**config.mk**
```make
export PLATFORM = sky130hd
export DESIGN_NAME = bhp_place
export DESIGN_NICKNAME = d
export VERILOG_FILES = /design/src/rtl/bhp_pkg.sv /design/src/rtl/bhp_place.sv
export SDC_FILE = /design/constraint.sdc
export NUM_CORES = 2
export LEC_CHECK = 0
export BUFFER_PORTS_ARGS = -buffer_cell sky130_fd_sc_hd__buf_2
export CAP_MARGIN = 20
export CORE_MARGIN = 2
export CORE_UTILIZATION = 58
export CTS_CLUSTER_SIZE = 25
export DETAILED_ROUTE_END_ITERATION = 7
export PLACE_DENSITY = 0.88
export SYNTH_ARGS = -nofsm -noshare
export SYNTH_HDL_FRONTEND = slang
export SYNTH_SLANG_ARGS = --single-unit
export TNS_END_PERCENT = 100
```
**constraint.sdc**
```tcl
create_clock -name clk -period 5.1 [get_ports clk]
set_clock_uncertainty 0.1 [all_clocks]
set_input_delay 0.765 -clock clk [delete_from_list [all_inputs] [get_ports clk]]
set_output_delay 0.765 -clock clk [all_outputs]
set_load 0.005 [all_outputs]
```
**src/rtl/bhp_pkg.sv**
```systemverilog
`timescale 1ns / 1ps

package bhp_pkg;

	localparam int COORD_WIDTH_DEF = 32;
	localparam int FRAC_BITS_DEF   = 16;
	localparam int BOND_W          = 20;
	// the largest normalized magnitude is brought into [2^(NORM_W-1), 2^NORM_W)
	localparam int NORM_W          = 30;

	typedef struct packed {
		logic valid;
		logic ok;
	} unit_stat_t;

endpackage

```
**src/rtl/bhp_place.sv**
```systemverilog
`timescale 1ns / 1ps

module bhp_place #(
	parameter int CW = 32,
	parameter int F  = 16
) (
	input  logic                          clk,
	input  logic                          arst_n,
	input  logic                          en,
	input  logic                          in_valid,
	input  logic [2:0][F+1:0]             ud,
	input  logic                          ok,
	input  logic [2:0][CW-1:0]            c,
	input  logic [bhp_pkg::BOND_W-1:0]    bl,
	input  logic                          last_in,
	output logic                          out_valid,
	output logic [2:0][CW-1:0]            site,
	output logic [2:0][F+1:0]             dir,
	output logic                          degenerate,
	output logic                          last_out
);
	import bhp_pkg::*;

	localparam int PR_W  = BOND_W + F + 1;
	localparam int OFF_W = PR_W + 1 - F;
	localparam int SW    = ((CW > OFF_W) ? CW : OFF_W) + 2;
	localparam logic signed [SW-1:0] HI = SW'({(CW-1){1'b1}});
	localparam logic signed [SW-1:0] LO = ~HI;

	// stage 1: offset magnitude product
	logic [PR_W-1:0]    prod_s1 [3];
	logic [2:0]         neg_s1;
	logic [2:0][F+1:0]  dv_s1;
	logic [2:0][CW-1:0] c_s1;
	logic               ok_s1, last_s1, v_s1;
	logic [2:0][F:0]    dm_c;

	always_comb begin
		for (int i = 0; i < 3; i++) begin
			dm_c[i] = ud[i][F+1] ? (F+1)'((F+2)'(0) - ud[i]) : ud[i][F:0];
		end
	end

	always_ff @(posedge clk or negedge arst_n) begin
		if (!arst_n) begin
			v_s1 <= 1'b0;
		end else if (en) begin
			v_s1 <= in_valid;
		end
	end

	always_ff @(posedge clk) begin
		if (en) begin
			for (int i = 0; i < 3; i++) begin
				prod_s1[i] <= PR_W'(bl) * PR_W'(dm_c[i]);
				// direction is the negated bisector
				neg_s1[i]  <= ~ud[i][F+1] & (|ud[i]);
				dv_s1[i]   <= (F+2)'(0) - ud[i];
			end
			c_s1    <= c;
			ok_s1   <= ok;
			last_s1 <= last_in;
		end
	end

	// stage 2: round, add, saturate
	logic [OFF_W-1:0]       off_c [3];
	logic signed [SW-1:0]   cx_c  [3];
	logic signed [SW-1:0]   sm_c  [3];
	logic [2:0][CW-1:0]     sat_c;

	always_comb begin
		for (int i = 0; i < 3; i++) begin
			off_c[i] = OFF_W'(((PR_W+1)'(prod_s1[i]) + (PR_W+1)'(1 << (F - 1))) >> F);
			cx_c[i]  = {{(SW-CW){c_s1[i][CW-1]}}, c_s1[i]};
			sm_c[i]  = neg_s1[i] ? (cx_c[i] - SW'(off_c[i])) : (cx_c[i] + SW'(off_c[i]));
			if (sm_c[i] > HI) begin
				sat_c[i] = HI[CW-1:0];
			end else if (sm_c[i] < LO) begin
				sat_c[i] = LO[CW-1:0];
			end else begin
				sat_c[i] = sm_c[i][CW-1:0];
			end
		end
	end

	always_ff @(posedge clk or negedge arst_n) begin
		if (!arst_n) begin
			out_valid <= 1'b0;
		end else if (en) begin
			out_valid <= v_s1;
		end
	end

	always_ff @(posedge clk) begin
		if (en) begin
			site       <= ok_s1 ? sat_c : '0;
			dir        <= ok_s1 ? dv_s1 : '0;
			degenerate <= ~ok_s1;
			last_out   <= last_s1;
		end
	end

endmodule

```
==> tab_implementation.tex <==
\begin{tabular}{lr}
\hline
Metric & Value \\
\hline
\multicolumn{2}{l}{\textbf{Run status}} \\
Result of the run & finished with violations \\
Violations in the final reports & design-rule violations, negative setup slack \\
\multicolumn{2}{l}{\textbf{Placement}} \\
Placed cells & 8014 \\
Number of I/O port buffers & about 330 \\
RePlAce Congestion & 0.9560 \\
Estimated wirelength of the detail-placed design & 122900 µm \\
Post-place setup slack & -3.520 ns \\
\multicolumn{2}{l}{\textbf{Finish}} \\
Filler cell count in the final layout & 5449 \\
Share of cells above drive strength 1 & 0.2867 \\
Net count, final & 8380 \\
Area occupied by multi-input gates & $\sim$42000 µm² \\
Register Area & 11250 µm² \\
Area Growth Syn to Fin & 28.44\% \\
Number of non-filler instances in the completed layout & 8272 \\
\multicolumn{2}{l}{\textbf{Setup path}} \\
Type of the setup path with the least slack & input port to flip-flop \\
WP data required & $\sim$5.4 ns \\
Critical R2R Launch & prod\_s1[0][15] \\
Cell class contributing the biggest share of worst-path delay & adder cells \\
Cell type of the slowest stage on the worst timing path & sky130\_fd\_sc\_hd\_\_fa\_1 \\
R2r worst-path depth & 25 \\
Critical Path Start Type & input port \\
Combined buffer and inverter count along the critical path & 4 \\
Setup slack of the worst register-to-register path & -0.45 ns \\
CP endpoint kind & flip-flop \\
Worst path most repeated cell & sky130\_fd\_sc\_hd\_\_fa\_1 \\
Endpoint of the worst register-to-register path & site[20] \\
Largest stage delay on the critical path & between 0.5 and 0.6 ns \\
Worst Path Max Fanout & 7 \\
Data arrival time of the critical path & 8.39 ns \\
\multicolumn{2}{l}{\textbf{Clocking}} \\
Total clock sinks & 375 \\
Maximum count of clock buffers along a single path & 3 \\
Clock latency of the later-clocked register in the worst-skew pair & 0.64 ns \\
CTS H-tree depth & 2 \\
Cts bufs inserted & 44 \\
TritonCTS clock tree & yes \\
Clock slew at the register clock pins of the worst setup and hold paths & 0.06 ns \\
Buffer cell driving the clock tree root & sky130\_fd\_sc\_hd\_\_clkbuf\_16 \\
\multicolumn{2}{l}{\textbf{Floorplanning}} \\
Horizontal die dimension & 312.3 µm \\
Placeable Area & 94590 µm² \\
Initial core utilization & 0.5828 \\
Y dimension of the die & between 300 and 400 µm \\
Number of placed I/O pins & between 300 and 400 \\
Die Area & 97530 µm² \\
Placement Rows & 113 \\
\multicolumn{2}{l}{\textbf{Yosys}} \\
Synth Area in XOR/XNOR & 0.05604 \\
Post-Synth Simple-Gate Area & 0.1647 \\
Syn Std Cell Area & between 50000 and 60000 µm² \\
Largest family of logic cells by synthesized area & adder cells \\
Commonest register cell after synthesis & sky130\_fd\_sc\_hd\_\_edfxtp\_1 \\
Synthesized Nets & 7256 \\
Synthesized-area fraction occupied by ao, oa, aoi and oai cells & 0.09052 \\
Gate Count Post-Synth & 5844 \\
Sequential area share after synthesis & 0.2041 \\
Cell type with the highest aggregate area in the netlist & sky130\_fd\_sc\_hd\_\_fa\_1 \\
Synth warnings & 0 \\
Fraction of post-synthesis cell area in the top cell type by area & 0.2920 \\
Synth async-reset ratio & 0.005333 \\
Multiplexer share of the synthesized area & 0.002429 \\
Synth Area in Adders & 0.3900 \\
Mean Syn Cell Area & approximately 9.4 µm² \\
Leading cell types by total area after synthesis & sky130\_fd\_sc\_hd\_\_fa\_1 (29\%), sky130\_fd\_sc\_hd\_\_edfxtp\_1 (20\%), sky130\_fd\_sc\_hd\_\_ha\_1 (9.8\%), sky130\_fd\_sc\_hd\_\_inv\_1 (7.0\%), sky130\_fd\_sc\_hd\_\_and2\_1 (5.3\%) \\
Number of enable-type register cells in the synthesized netlist & around 370 \\
Number of distinct library cell variants in the gate-level netlist after synthesis & 101 \\
Synthesized flop and latch total & 375 \\
\multicolumn{2}{l}{\textbf{Job}} \\
Count of maximum capacitance violations & 0 \\
\multicolumn{2}{l}{\textbf{Detailed routing}} \\
Via count normalized by instance count & 5.973 \\
Antenna viol nets, final & 0 \\
Via total after detailed routing & 49410 \\
Final WL & $\sim$180000 µm \\
DR WL/cell & 21.55 µm \\
Number of remaining DRC errors & 19 \\
First-pass iteration count of the detailed router & 8 \\
First-iteration detailed-routing DRC count & approximately 5400 \\
\multicolumn{2}{l}{\textbf{GRT}} \\
Met2 routing resource usage after global routing & 0.5624 \\
Global-route wire length before repair & 258700 µm \\
Met1 track demand over resource in global routing & 0.3963 \\
Global Route met3 Usage & 0.06755 \\
Most Crowded Layer GR & met2 \\
Antenna violations before repair & 9 \\
Largest net degree at the start of global routing & 130 \\
Total routing usage reported by global routing & 0.3316 \\
Residual overflow from global routing & 0 \\
Vias in the first global route & 50740 \\
\multicolumn{2}{l}{\textbf{Timing}} \\
Max Transition Viols Final & 0 \\
Final number of hold-violating endpoints & 0 \\
Fmax & 123.2 MHz \\
Final worst setup slack & -3.017 ns \\
Crit share post-route & 1.592 \\
Worst Max-Slew Pin Slew & $\sim$1.1 ns \\
RSZ-0062 raised after global routing & true \\
Number of setup violations in the final report & 160 \\
Normalized max-slew margin & 0.2891 \\
Final setup TNS & -192.08 ns \\
Post-layout min period & 8.117 ns \\
Worst hold margin & 0.2034 ns \\
\multicolumn{2}{l}{\textbf{Min path}} \\
Hold WC Path Type & input port to flip-flop \\
Number of cells on the worst hold path & 1 \\
Worst Hold Launch & c[93] \\
Sink of the worst hold path & c\_s1[93] \\
\hline
\end{tabular}
[cells in the mapped netlist, types with 60 or more instances]
library cell	instances
sky130_fd_sc_hd__clkbuf_1	258
sky130_fd_sc_hd__nor3_1	60
sky130_fd_sc_hd__nor2_1	146
sky130_fd_sc_hd__xor2_1	132
sky130_fd_sc_hd__nand3_1	67
sky130_fd_sc_hd__nand2_1	769
sky130_fd_sc_hd__ha_1	432
sky130_fd_sc_hd__a21oi_1	181
sky130_fd_sc_hd__and2_1	470
sky130_fd_sc_hd__edfxtp_1	373
sky130_fd_sc_hd__xnor2_1	217
sky130_fd_sc_hd__fa_1	804
sky130_fd_sc_hd__o21ai_0	145
sky130_fd_sc_hd__inv_1	1025
sky130_fd_sc_hd__a21o_1	106
[area by class of cell]
type	count	share of cell area
clock buffer	52	0.01658
clock inverter	26	0.003799
sequential	375	0.1589
antenna	7	0.0002474
multi-input combinational	4149	0.5929
inverter	1025	0.05473
timing repair buffer	1373	0.1505
tap	1265	0.02235
[metal layers]
metal / part of all wire / routed length, µm
met1: 0.34 / 61140
met2: 0.48 / 85350
met3: 0.10 / 18300
met4: 0.075 / 13440
met5: 0.000095 / 17
[cell families (layout without fill, tap and decap cells)]
family | count (synthesis) | in the layout
adders and majority gates | 1236 | 1236
buffers and inverters | 1323 | 2476
other | 0 | 7
AOI/OAI and AO/OA | 742 | 742
DFF | 375 | 375
xor gates and xnor gates | 351 | 351
and+or+nand+nor | 1804 | 1807
muxes | 13 | 13
[worst max path at each step]
stage / startpoint / to / slack, ns / cells past startpoint
2_1_floorplan: ud[36] / prod_s1[0][104] / -3.05 / 31
3_3_place_gp: ud[19] / prod_s1[0][66] / -3.33 / 28
3_5_place_dp: ud[19] / prod_s1[0][73] / -3.52 / 31
4_1_cts: ud[19] / prod_s1[0][73] / -2.64 / 30
5_1_grt: ud[2] / prod_s1[0][36] / -3.19 / 29
6_report: ud[2] / prod_s1[0][36] / -3.02 / 29
[stage by stage]
stage,area [µm²],util
after global placement,64980,0.6870
after global routing,70790,0.7485
after CTS,68640,0.7257
final,70800,0.7486
after detailed placement,64980,0.6870
after floorplan,56000,-
[layout by cell type, fill, tap and decap left out, types with 15 or more instances in the layout]
cell type	instances
sky130_fd_sc_hd__a21o_1	104
sky130_fd_sc_hd__a21oi_1	127
sky130_fd_sc_hd__a21oi_2	46
sky130_fd_sc_hd__a31oi_1	20
sky130_fd_sc_hd__and2_1	447
sky130_fd_sc_hd__and2_4	23
sky130_fd_sc_hd__and3_1	30
sky130_fd_sc_hd__and4_1	19
sky130_fd_sc_hd__buf_12	50
sky130_fd_sc_hd__buf_2	320
sky130_fd_sc_hd__buf_4	909
sky130_fd_sc_hd__buf_6	77
sky130_fd_sc_hd__clkbuf_16	52
sky130_fd_sc_hd__edfxtp_1	373
sky130_fd_sc_hd__fa_1	792
sky130_fd_sc_hd__ha_1	390
sky130_fd_sc_hd__ha_4	37
sky130_fd_sc_hd__inv_1	980
sky130_fd_sc_hd__inv_2	38
sky130_fd_sc_hd__nand2_1	745
sky130_fd_sc_hd__nand2_4	15
sky130_fd_sc_hd__nand2b_1	34
sky130_fd_sc_hd__nand3_1	52
sky130_fd_sc_hd__nand4_1	51
sky130_fd_sc_hd__nor2_1	123
sky130_fd_sc_hd__nor2_2	15
sky130_fd_sc_hd__nor2b_1	20
sky130_fd_sc_hd__nor3_1	35
sky130_fd_sc_hd__o211ai_1	15
sky130_fd_sc_hd__o21a_1	35
sky130_fd_sc_hd__o21ai_0	73
sky130_fd_sc_hd__o21ai_1	27
sky130_fd_sc_hd__o21ai_2	55
sky130_fd_sc_hd__o21bai_1	16
sky130_fd_sc_hd__or3_1	20
sky130_fd_sc_hd__xnor2_1	189
sky130_fd_sc_hd__xnor2_2	15
sky130_fd_sc_hd__xor2_1	127
[flip-flops by register name, summed over array words and instances (netlist names)]
signal / cells
out_valid: 1
ok_s1: 1
v_s1: 1
degenerate: 1
dv_s1: 54
last_s1: 1
last_out: 1
site: 96
prod_s1: 66
c_s1: 96
dir: 54
neg_s1: 3
[what timing repair did]
action / 4_1_cts / 5_1_grt
gates resized for setup: 326 / 334
setup endpoints to repair: 159 / 162
buffers inserted: 92 / 75
pin swaps: 147 / 171
hold buffers: 1 / 0
endpoints found under the hold margin: 2 / 0
gates cloned: 6 / 11
Power is not shown: default switching activity piles up to over one toggle a cycle in this logic, so the estimate is an artifact.
